**config.mk**
```make
export PLATFORM = sky130hd
export DESIGN_NAME = lbvg_front
export DESIGN_NICKNAME = d
export VERILOG_FILES = /design/src/lbvg_pkg.sv /design/src/lbvg_front.sv
export SDC_FILE = /design/constraint.sdc
export NUM_CORES = 1
export LEC_CHECK = 0
export BUFFER_PORTS_ARGS = -buffer_cell sky130_fd_sc_hd__buf_4
export CAP_MARGIN = 10
export CORE_MARGIN = 3
export CORE_UTILIZATION = 28
export CTS_CLUSTER_DIAMETER = 80
export DETAILED_ROUTE_END_ITERATION = 10
export PLACE_DENSITY_LB_ADDON = 0.08
export RECOVER_POWER = 50
export SETUP_SLACK_MARGIN = 0.1
export SLEW_MARGIN = 30
export SYNTH_ARGS = -nofsm -noshare
export SYNTH_HDL_FRONTEND = slang
export SYNTH_SLANG_ARGS = --single-unit
export TNS_END_PERCENT = 10
```
**constraint.sdc**
```tcl
create_clock -name clk -period 1.94 [get_ports clk]
set_input_delay 0.194 -clock clk [delete_from_list [all_inputs] [get_ports clk]]
set_output_delay 0.194 -clock clk [all_outputs]
set_load 0.005 [all_outputs]
```
**src/lbvg_pkg.sv**
```systemverilog
// lbvg_pkg: types and constants for the lagrange basis value and gradient block
// no dependencies

package lbvg_pkg;

    localparam int CoordW = 16;
    localparam int ValW   = 18;
    localparam int IdxW   = 4;

    localparam logic [1:0] CFG_SHAPE  = 2'd0;
    localparam logic [1:0] CFG_DEGREE = 2'd1;

    typedef enum logic [1:0] {
        KIND_TRI1  = 2'd0,
        KIND_TRI2  = 2'd1,
        KIND_QUAD1 = 2'd2,
        KIND_QUAD2 = 2'd3
    } elem_kind_t;

    typedef struct packed {
        elem_kind_t         kind;
        logic signed [15:0] xi;
        logic signed [15:0] eta;
    } job_t;

    typedef struct packed {
        logic [3:0]         node_index;
        logic signed [17:0] basis_value;
        logic signed [17:0] grad_xi;
        logic signed [17:0] grad_eta;
        logic               last_node;
    } result_t;

    function automatic logic [3:0] node_count(elem_kind_t k);
        case (k)
            KIND_TRI1:  node_count = 4'd3;
            KIND_TRI2:  node_count = 4'd6;
            KIND_QUAD1: node_count = 4'd4;
            default:    node_count = 4'd9;
        endcase
    endfunction

endpackage

```
**src/lbvg_front.sv**
```systemverilog
// lbvg_front: accepts points, holds the configuration, classifies the element
// depends on lbvg_pkg

module lbvg_front (
    input  logic              clk,
    input  logic              rst_n,
    input  logic              cfg_we,
    input  logic [1:0]        cfg_index,
    input  logic [1:0]        cfg_wdata,
    input  logic              in_valid,
    output logic              in_ready,
    input  logic [31:0]       in_data,
    output logic              q_push,
    output lbvg_pkg::job_t    q_job,
    input  logic              q_full
);
    import lbvg_pkg::*;

    logic       shape_reg;
    logic [1:0] degree_reg;
    logic       degree_ok;

    always_ff @(posedge clk or negedge rst_n)
    begin
        if (!rst_n)
        begin
            shape_reg  <= 1'b0;
            degree_reg <= 2'd1;
        end
        else if (cfg_we)
        begin
            if (cfg_index == CFG_SHAPE)
                shape_reg <= cfg_wdata[0];
            else if (cfg_index == CFG_DEGREE)
                degree_reg <= cfg_wdata;
        end
    end

    // unsupported degree: item dropped here
    assign degree_ok = (degree_reg == 2'd1) || (degree_reg == 2'd2);
    assign in_ready  = !q_full;
    assign q_push    = in_valid && in_ready && degree_ok;

    always_comb
    begin
        q_job.kind = elem_kind_t'({shape_reg, degree_reg == 2'd2});
        q_job.xi   = in_data[31:16];
        q_job.eta  = in_data[15:0];
    end
endmodule

```
After elaboration in Yosys (flattened, before gate mapping). Cells that the tools add are included.

Register bits: 3. Input port bits: 41.

Equality and inequality tests: 3. Bitwise gates (word level): 1. Reduce and logical (&&, ||, !) cells: 7.

Operators by type and width (number): $eq A2 B1 Y1 const B (2); $reduce_and A3 Y1 (1); $eq A2 B2 Y1 const B (1); $logic_and A1 B1 Y1 (2); $logic_not A2 Y1 (1); $reduce_and A2 Y1 (1); $logic_not A1 Y1 (1); $logic_or A1 B1 Y1 (1); $not A1 Y1 (1).

Depth between registers and ports, before layout.
Word-level depth: 3. Mapped depth: 3. Gate-level depth less buffers: 3.

Worst setup path after synthesis. OpenSTA, ideal clock, no wires.

Kind: register to output. From: register degree_reg[0]. To: output q_push. Arrival: 1.024 ns. Required time: 1.746 ns. Setup slack: 0.722 ns. Cell stages (with the launch flop): 4. Buffers on the path: 0. Cell sequence: dfstp_2 > inv_1 > ha_1 > nor3b_1.

Word-level cells in the longest chain between the ends: 3.

RTL lines: start: declaration (RTL line lbvg_front.sv:20) `logic [1:0] degree_reg;`; start signal: assignment (RTL line lbvg_front.sv:35) `degree_reg <= cfg_wdata;`; $eq A2 B1 Y1 / $eq A2 B2 Y1 (equally long branches) (RTL line lbvg_front.sv:40) `assign degree_ok = (degree_reg == 2'd1) || (degree_reg == 2'd2);`; $logic_or A1 B1 Y1 * (RTL line lbvg_front.sv:40); $logic_and A1 B1 Y1 * (RTL line lbvg_front.sv:42) `assign q_push = in_valid && in_ready && degree_ok;`; end: declaration (RTL line lbvg_front.sv:13) `output logic q_push,`.

Mark *: on every way between the ends. The rest lies on a longest branch, timed or not.

Worst setup path after layout. Same ends and word-level chain as after synthesis.

==> out/metrics.cfg <==
[global_routing]
grt_pass1_vias = 222
use_met3 = 0.0518
busiest_layer = met4
grt-ovfl-total = 0
use_met2 = 0.0678
grt_pass1_wl_mm = 1.03
grt_use_total = 0.0813
grt_max_degree = 4
antenna_found_initial = 0
met1_usage = 0.0573

[floorplan]
start_util = 0.314
die_w_um = 45.2
coreArea_um2 = 1370
die-height_um = 45.2
ios = 77
die-area_um2 = 2040
rows = 13

[critical_path]
path_buf_inv = 2
reg2reg_depth = 1
critPathArrivalTime_ns = 1.40
crit_type = reg -> out
r2r_start = shape_reg
cp_data_required_time_ns = 1.75
start_kind = register
r2r_slack_ns = 1.19
worstPathMaxFanout = 2
crit_family = flip-flops
r2r_end = shape_reg
cp_num_cells = 4
crit_end = q_push
slowest_stage = dfstp_2
startpoint = degree_reg[0]
cp-end-kind = output port
slowest_delay_ns = 0.52
worstPathCellList = inv_1 -> ha_1 -> nor3b_1 -> buf_4

[detailed_routing]
ant_nets = 0
finalWirelength_um = 682
drc = 0
dr_total_vias = 202
drt_iter0_drc = 0
drt_pass1_iterations = 1
wl_per_cell_um = 15.5
post_drt_via_cell_ratio = 4.59

[sta]
hold_viol = 0
slew_headroom = 0.881
finalClockSkew_ns = 0
max_freq_ghz = 0.626
setup_viol = 0
slew_violations = 0
fin_crit_ns = 1.60
rsz0062_at_grt = no
final.setup.tns_ns = 0
post-route-period-util = 0.824
tightest_slew_ns = 0.178
worst_hold_slack_ns = 0.199

[placement]
dpl.cell_count = 39
gp_congestion = 0.610
dpl_cell_area_um2 = 290
hpwlAfterDp_um = 544
port_buffers = 12

[synth]
yosysSeqAreaShare = 0.178
synth_cells = 45
syn_nets = 87
synth.distinct_cells = 9
yosysWarnings = 0
syn_area_um2 = 429
syn_area_per_cell_um2 = 9.54
ys_ff_latch = 3

[cells_and_area]
final_common_cell = buf_4
finalNetCount = 72
syn2layout_area_growth_pct = -24.8
finalNonFillerCells = 44
drive_gt1_frac = 0.690
largest_reg_flops = 2
antenna_cells = 0
final_cell_mix = buf_4 (11), mux2_4 (3), clkbuf_4 (3)
final_cell_area_um2 = 323

[clocking]
cts.sinks = 3
cts-root-buf = clkbuf_4
htree_levels = 1
clockBufferDepth = 2
cts-resized-gates = 0
clock_latency_ns = 0.23
cts_tree = built
cts.clk_slew.worst_paths_ns = 0.04
numCtsBuffers = 3

[pwr]
switching_power_uw = 61.4
netSwitchingFraction = 0.233
p_clk_frac = 0.422
intPower_uw = 202
p_comb_frac = 0.260
power_frac_seq = 0.318
p_leak_uw = 0.000172
powerDensity_nw_per_um2 = 817
ir_worst_vdd_v = 0.000304
total_power_uw = 264

[min_path]
hold_path_depth = 2
hold_path.class = in -> reg

[run_status]
run_status = completed

[flow_run]
cap_violations = 0

## through the flow
stage	worst slack [ns]	utilization
after detailed placement	0.570	0.212
final	0.341	0.236
after floorplan	0.722	-
after global placement	0.615	0.212
after global routing	0.229	0.236
after CTS	0.309	0.239
## how the worst min path moves through the flow
stage	start	endpoint	slack (ns)
after floorplan	rst_n	degree_reg[1]	-0.10
after global placement	rst_n	shape_reg	-0.01
after detailed placement	rst_n	degree_reg[1]	-0.01
after CTS	cfg_wdata[1]	degree_reg[1]	0.19
after global routing	cfg_wdata[1]	degree_reg[1]	0.18
final	cfg_wdata[1]	degree_reg[1]	0.20
## cells by family (layout without fill, tap and decap cells)
| kind of cell | after synthesis | in the layout | share of synthesized area |
|---|---|---|---|
| flip-flops | 3 | 3 | 0.178 |
| AND/OR/NAND/NOR | 3 | 3 | 0.0933 |
| multiplexers | 3 | 3 | 0.105 |
| buffers and inverters | 35 | 19 | 0.595 |
| adder cells (fa/ha/maj) | 1 | 1 | 0.0291 |
## layer usage
metal / vias up / part of all wire / wire, um
met5: - / 0 / 0
met4: 0 / 0.19 / 130
met3: 30 / 0.24 / 163
met2: 20 / 0.33 / 228
met1: 77 / 0.23 / 160
li1: 75 / - / -
## repair_timing
action,4_1_cts,5_1_grt
hold buffers,1,0
setup buffers,0,0
hold endpoints to repair,3,0
## cell usage after synthesis (all sizes together)
master  instances  share of area
nor3b           2          0.047
dfrtp           2           0.12
buf            33           0.58
mux2            3           0.10
nand3b          1          0.047
dfstp           1          0.061
ha              1          0.029
inv             2          0.017
## power by group through the flow
stage / Sequential, uW / Clock [uW] / Combinational, uW
final: 84.0 / 111 / 68.5
after global routing: 85.2 / 133 / 77.4
after CTS: 84.4 / 117 / 71.5
after detailed placement: 85.3 / 0 / 69.6
after global placement: 84.5 / 0 / 69.3
after floorplan: 83.1 / 0 / 91.7
## final cells by class
type                    count  area [um2]
clock buffers               4        26.3
fillers                   159        1040
inverters                   2        7.51
multi-input cells           7        97.6
flip-flops and latches      3        76.3
well taps                  15        18.8
repair buffers             13        96.3
Note: power is estimated with default switching activity, not from simulation.
