[src/lbvg_pkg.sv]
// lbvg_pkg: types and constants for the lagrange basis value and gradient block
// no dependencies

package lbvg_pkg;

    localparam int CoordW = 16;
    localparam int ValW   = 18;
    localparam int IdxW   = 4;

    localparam logic [1:0] CFG_SHAPE  = 2'd0;
    localparam logic [1:0] CFG_DEGREE = 2'd1;

    typedef enum logic [1:0] {
        KIND_TRI1  = 2'd0,
        KIND_TRI2  = 2'd1,
        KIND_QUAD1 = 2'd2,
        KIND_QUAD2 = 2'd3
    } elem_kind_t;

    typedef struct packed {
        elem_kind_t         kind;
        logic signed [15:0] xi;
        logic signed [15:0] eta;
    } job_t;

    typedef struct packed {
        logic [3:0]         node_index;
        logic signed [17:0] basis_value;
        logic signed [17:0] grad_xi;
        logic signed [17:0] grad_eta;
        logic               last_node;
    } result_t;

    function automatic logic [3:0] node_count(elem_kind_t k);
        case (k)
            KIND_TRI1:  node_count = 4'd3;
            KIND_TRI2:  node_count = 4'd6;
            KIND_QUAD1: node_count = 4'd4;
            default:    node_count = 4'd9;
        endcase
    endfunction

endpackage

[src/lbvg_queue.sv]
// lbvg_queue: two-entry job queue between front and back
// depends on lbvg_pkg

module lbvg_queue (
    input  logic           clk,
    input  logic           rst_n,
    input  logic           push,
    input  lbvg_pkg::job_t push_job,
    output logic           full,
    input  logic           pop,
    output logic           not_empty,
    output lbvg_pkg::job_t head
);
    import lbvg_pkg::*;

    job_t       mem_reg [2];
    logic       wptr_reg, rptr_reg;
    logic [1:0] cnt_reg;

    assign full      = cnt_reg == 2'd2;
    assign not_empty = cnt_reg != 2'd0;
    assign head      = mem_reg[rptr_reg];

    always_ff @(posedge clk)
    begin
        if (push)
            mem_reg[wptr_reg] <= push_job;
    end

    always_ff @(posedge clk or negedge rst_n)
    begin
        if (!rst_n)
        begin
            wptr_reg <= 1'b0;
            rptr_reg <= 1'b0;
            cnt_reg  <= 2'd0;
        end
        else
        begin
            if (push)
                wptr_reg <= !wptr_reg;
            if (pop)
                rptr_reg <= !rptr_reg;
            cnt_reg <= cnt_reg + {1'b0, push} - {1'b0, pop};
        end
    end

    assert property (@(posedge clk) disable iff (!rst_n) !(push && full))
        else $error("push into full queue");
    assert property (@(posedge clk) disable iff (!rst_n) !(pop && !not_empty))
        else $error("pop from empty queue");
    assert property (@(posedge clk) disable iff (!rst_n) cnt_reg != 2'd3)
        else $error("queue count out of range");
endmodule

[config.mk]
export PLATFORM = sky130hd
export DESIGN_NAME = lbvg_queue
export DESIGN_NICKNAME = d
export VERILOG_FILES = /design/src/lbvg_pkg.sv /design/src/lbvg_queue.sv
export SDC_FILE = /design/constraint.sdc
export NUM_CORES = 1
export LEC_CHECK = 0
export ABC_AREA = 1
export BUFFER_PORTS_ARGS = -buffer_cell sky130_fd_sc_hd__buf_2
export CELL_PAD_IN_SITES_DETAIL_PLACEMENT = 1
export CELL_PAD_IN_SITES_GLOBAL_PLACEMENT = 2
export CORE_ASPECT_RATIO = 0.8
export CORE_MARGIN = 3
export CORE_UTILIZATION = 34
export DETAILED_ROUTE_END_ITERATION = 10
export PLACE_DENSITY = 0.75
export SETUP_SLACK_MARGIN = 0.15
export SYNTH_ARGS = -nofsm -noshare
export SYNTH_HDL_FRONTEND = slang
export SYNTH_SLANG_ARGS = --single-unit
[constraint.sdc]
create_clock -name clk -period 2.65 [get_ports clk]
set_input_delay 0.1325 -clock clk [delete_from_list [all_inputs] [get_ports clk]]
set_output_delay 0.1325 -clock clk [all_outputs]
set_load 0.02 [all_outputs]
# Yosys cells after proc, flatten, opt, wreduce, memory -nomap -nowiden
# Memories as Yosys holds them, arrays and structs flattened.
# Index checks and enable logic that the tools add are counted.
# W data, S select, Z words.
[word_totals]
mem_count = 1
mem_bits_rw = 68
word_cells = 12
register_bits = 4
[memory_table]
columns = ["name", "words", "width", "rd", "rd_ports_with_merged_regs", "wr", "line_no", "text"]
rows = [
  ["mem_reg", 2, 34, 1, 0, 1, "lbvg_queue.sv:16", "job_t mem_reg [2];"],
]
[op_classes]
add_sub_neg = 2
reduce_logical = 3
n_mux = 2
n_eq_ne = 1
[ops]
columns = ["op", "n"]
rows = [
  ["$add A2 B1 Y2", 1],
  ["$eq A2 B2 Y1 const B", 1],
  ["$logic_not A1 Y1", 2],
  ["$mux W1", 2],
  ["$reduce_bool A2 Y1", 1],
  ["$sub A2 B1 Y2", 1],
]

# Logic depth before layout (Yosys ltp)
[depth]
ltp_word = 2
ltp_mapped = 7
depth_no_buf = 7

# Worst setup path before layout
# Ideal clock, no wire load.
[synth_path]
path_kind = "reg2reg"
start = "reg wptr_reg"
end = "mem mem_reg[0][0] in the netlist's numbering, enable pin"
period_less_slack_ns = 2.273
path_stages_with_launch = 2
n_path_buf = 0
setup_ns = 0.426
required_ns = 2.224
slack_ns = 0.377
t_arrival_ns = 1.847
path_cell_list = "dfrtp_1 nor2_1"
[synth_lines]
columns = ["item", "line_no", "text"]
rows = [
  ["start: declaration", "lbvg_queue.sv:17", "logic wptr_reg, rptr_reg;"],
  ["start signal: assignment", "lbvg_queue.sv:41", "wptr_reg <= !wptr_reg;"],
  ["end: declaration", "lbvg_queue.sv:16", ""],
]
# Straight into the memory's write port.

==> results.cfg <==
[status]
outcome = finished, final reports clean

[setup_path]
r2r-start = wptr_reg$_DFFE_PN0P_
criticalPathCategory = reg2out
arrival_ns = 1.75
r2r-end = mem_reg[0][30]$_DFFE_PP_
worstSetupStartpointType = flip-flop
worstPathRequired_ns = 2.52
reg2reg_depth = 2
endpoint_kind = output port
r2r_slack_ns = 1.17
crit_fanout = 28

[placed_design]
gp_congestion = 0.686
dp_hpwl_um = 3800
portBuffers = 73

[hold_path]
hold_end = wptr_reg$_DFFE_PN0P_
worst_hold_path.num_cells = 2
min_from = push
min_path_type = in2reg

[power]
ir_worst_vdd_v = 0.000517
leakage_nw = 1.65
powerDensity_mw_per_mm2 = 1010
fin_total_pwr_mw = 3.84

[cells_and_area]
antennaDiodeCount = 0
drive_above_1_share = 0.306
nets = 359
largest_reg_flops = 68
syn_to_final_growth_pct = 37.2
n_fill_cell = 816
post-route-util = 0.496

[yosys]
ys_types = 15
synth.area.mux_share = 0
synthSimpleGateAreaFrac = 0.0600
synth_top_cell_by_area = edfxtp_1
synth.net_count = 243
seq_area_frac_synth = 0.773
synth_top_cell_area_share = 0.736
synth_seq_cells = 72
synth_top_family_by_area = buffers and inverters
syn_inst = 203
synth-compound-area-share = 0.0695
yosysWarnings = 0
synthTopCellsByArea = edfxtp_1, inv_1, nand2_1, o21ai_0, dfrtp_1
synthesis.area_sq_mm = 0.00277
synth_xor_xnor_area_share = 0.00632
synthAdderAreaFrac = 0.00903
synth_area_per_cell_sq_um = 13.7

[routing]
totalWireLength_um = 5750
antenna_left = 0
drt_first_pass_iters = 4
drcViolationCount = 0
dr.first_iter.drc_count = 66
routed_via_density = 4.23
dr_total_vias = 1813
wl_per_cell_um = 13.4

[timing]
finalSetupViolations = 0
fmax_ghz = 0.531
whs_ns = 0.0489
setup_tns_ns = 0
final_hold_viol_count = 0
max_slew.worst_pin.slew_ns = 0.508
finalClockSkew_ns = 0.0121
rsz0062_at_grt = no
slew_viol_final = 0
finalCritPeriodShare = 0.710
relSlewSlack = 0.662
fin_crit_ns = 1.88

[cts]
htreeDepth = 3
cts_setup_buffers = 0
clk_pin_slew_worst_paths_ns = 0.06
cts.sinks = 72
cts-root-buf = clkbuf_8
cts_tree = yes
clockBufferDepth = 2
insertion_delay_ns = 0.34
cts_buffers = 9

[grt]
grt-ovfl-total = 0
grt_max_degree = 35
grt_usage = 0.133
grt_pass1_vias = 1836
antenna_found_initial = 0
grt_pass1_wl_um = 9070

[floorplan]
die_y_um = 86.8
core_area_sq_mm = 0.00767
pin_count = 74
dieArea_sq_mm = 0.00928
die_w_um = 107
initial_core_util = 0.361
placementRows = 28

[flow_run]
max_cap_violations = 0
stage by stage:
step / setup WS, ns / instance area (sq um) / std cells
2_1_floorplan: 0.377 / 2770 / 203
3_3_place_gp: 1.10 / 3230 / 377
3_5_place_dp: 1.08 / 3230 / 377
4_1_cts: 0.705 / 3800 / 429
5_1_grt: 0.566 / 3800 / 429
6_report: 0.767 / 3800 / 429
worst max path at each step:
stage	startpoint	to	slack, ns	depth (start not counted)
floorplan	wptr_reg$_DFFE_PN0P_	mem_reg[0][0]$_DFFE_PP_	0.38	1
global placement	rptr_reg$_DFFE_PN0P_	head[0]	1.10	4
detailed placement	rptr_reg$_DFFE_PN0P_	head[15]	1.08	4
CTS	rptr_reg$_DFFE_PN0P_	head[15]	0.71	4
global route	rptr_reg$_DFFE_PN0P_	head[18]	0.57	4
finish	rptr_reg$_DFFE_PN0P_	head[15]	0.77	4
placed cells by master, fill, tap and decap left out, drive strengths merged:
cell          n
nor2          2
buf          77
bufinv        2
dlygate4sd3  36
nand2        41
inv          41
clkbuf        9
clkinv        5
nand3         1
edfxtp       68
ha            2
dfrtp         4
o21ai        34
xor2          2
area by class of cell:
cell class / count / area, sq um / area share
clock buffers: 9 / 124 / 0.0326
clock inverters: 7 / 86.3 / 0.0227
inverters: 41 / 154 / 0.0405
multi-input cells: 82 / 409 / 0.108
flip-flops and latches: 72 / 2140 / 0.563
well taps: 105 / 131 / 0.0345
repair buffers: 113 / 756 / 0.199
cells in the mapped netlist:
| cell | instances |
|---|---|
| buf_2 | 3 |
| buf_4 | 1 |
| buf_6 | 2 |
| buf_8 | 2 |
| dfrtp_1 | 4 |
| edfxtp_1 | 68 |
| ha_1 | 2 |
| inv_1 | 41 |
| nand2_1 | 41 |
| nand3_1 | 1 |
| nor2_1 | 2 |
| o21ai_0 | 23 |
| o21ai_1 | 5 |
| o21ai_2 | 6 |
| xor2_1 | 2 |
power by group:
part / switching [mW] / internal (mW)
Combinational: 0.874 / 0.420
Sequential: 0.126 / 1.52
Clock: 0.378 / 0.521
layer usage:
layer  wire length [um]  part of all wire  global-route usage
met1               2560              0.45               0.161
met5                  0                 0                   0
met2               2710              0.47               0.221
met3                383             0.067              0.0469
met4                 93             0.016              0.0523
cell families after synthesis:
logic type,Yosys count
AND/OR/NAND/NOR,44
adder cells (fa/ha/maj),2
flip-flops,72
XOR/XNOR,2
AO/OA/AOI/OAI,34
buffers and inverters,49
repair_timing:
item / in CTS / in global routing
hold buffers: 36 / 0
endpoints found under the setup margin: 0 / 0
hold endpoints to repair: 72 / 0
gates resized for setup: 0 / 0
critical path, cell delays in order, from the launching register on:
cell     delay, ns
dfrtp_2       0.69
buf_4         0.36
nand2_1       0.07
o21ai_0       0.09
buf_2         0.20
Note: power is estimated with default switching activity, not from simulation.
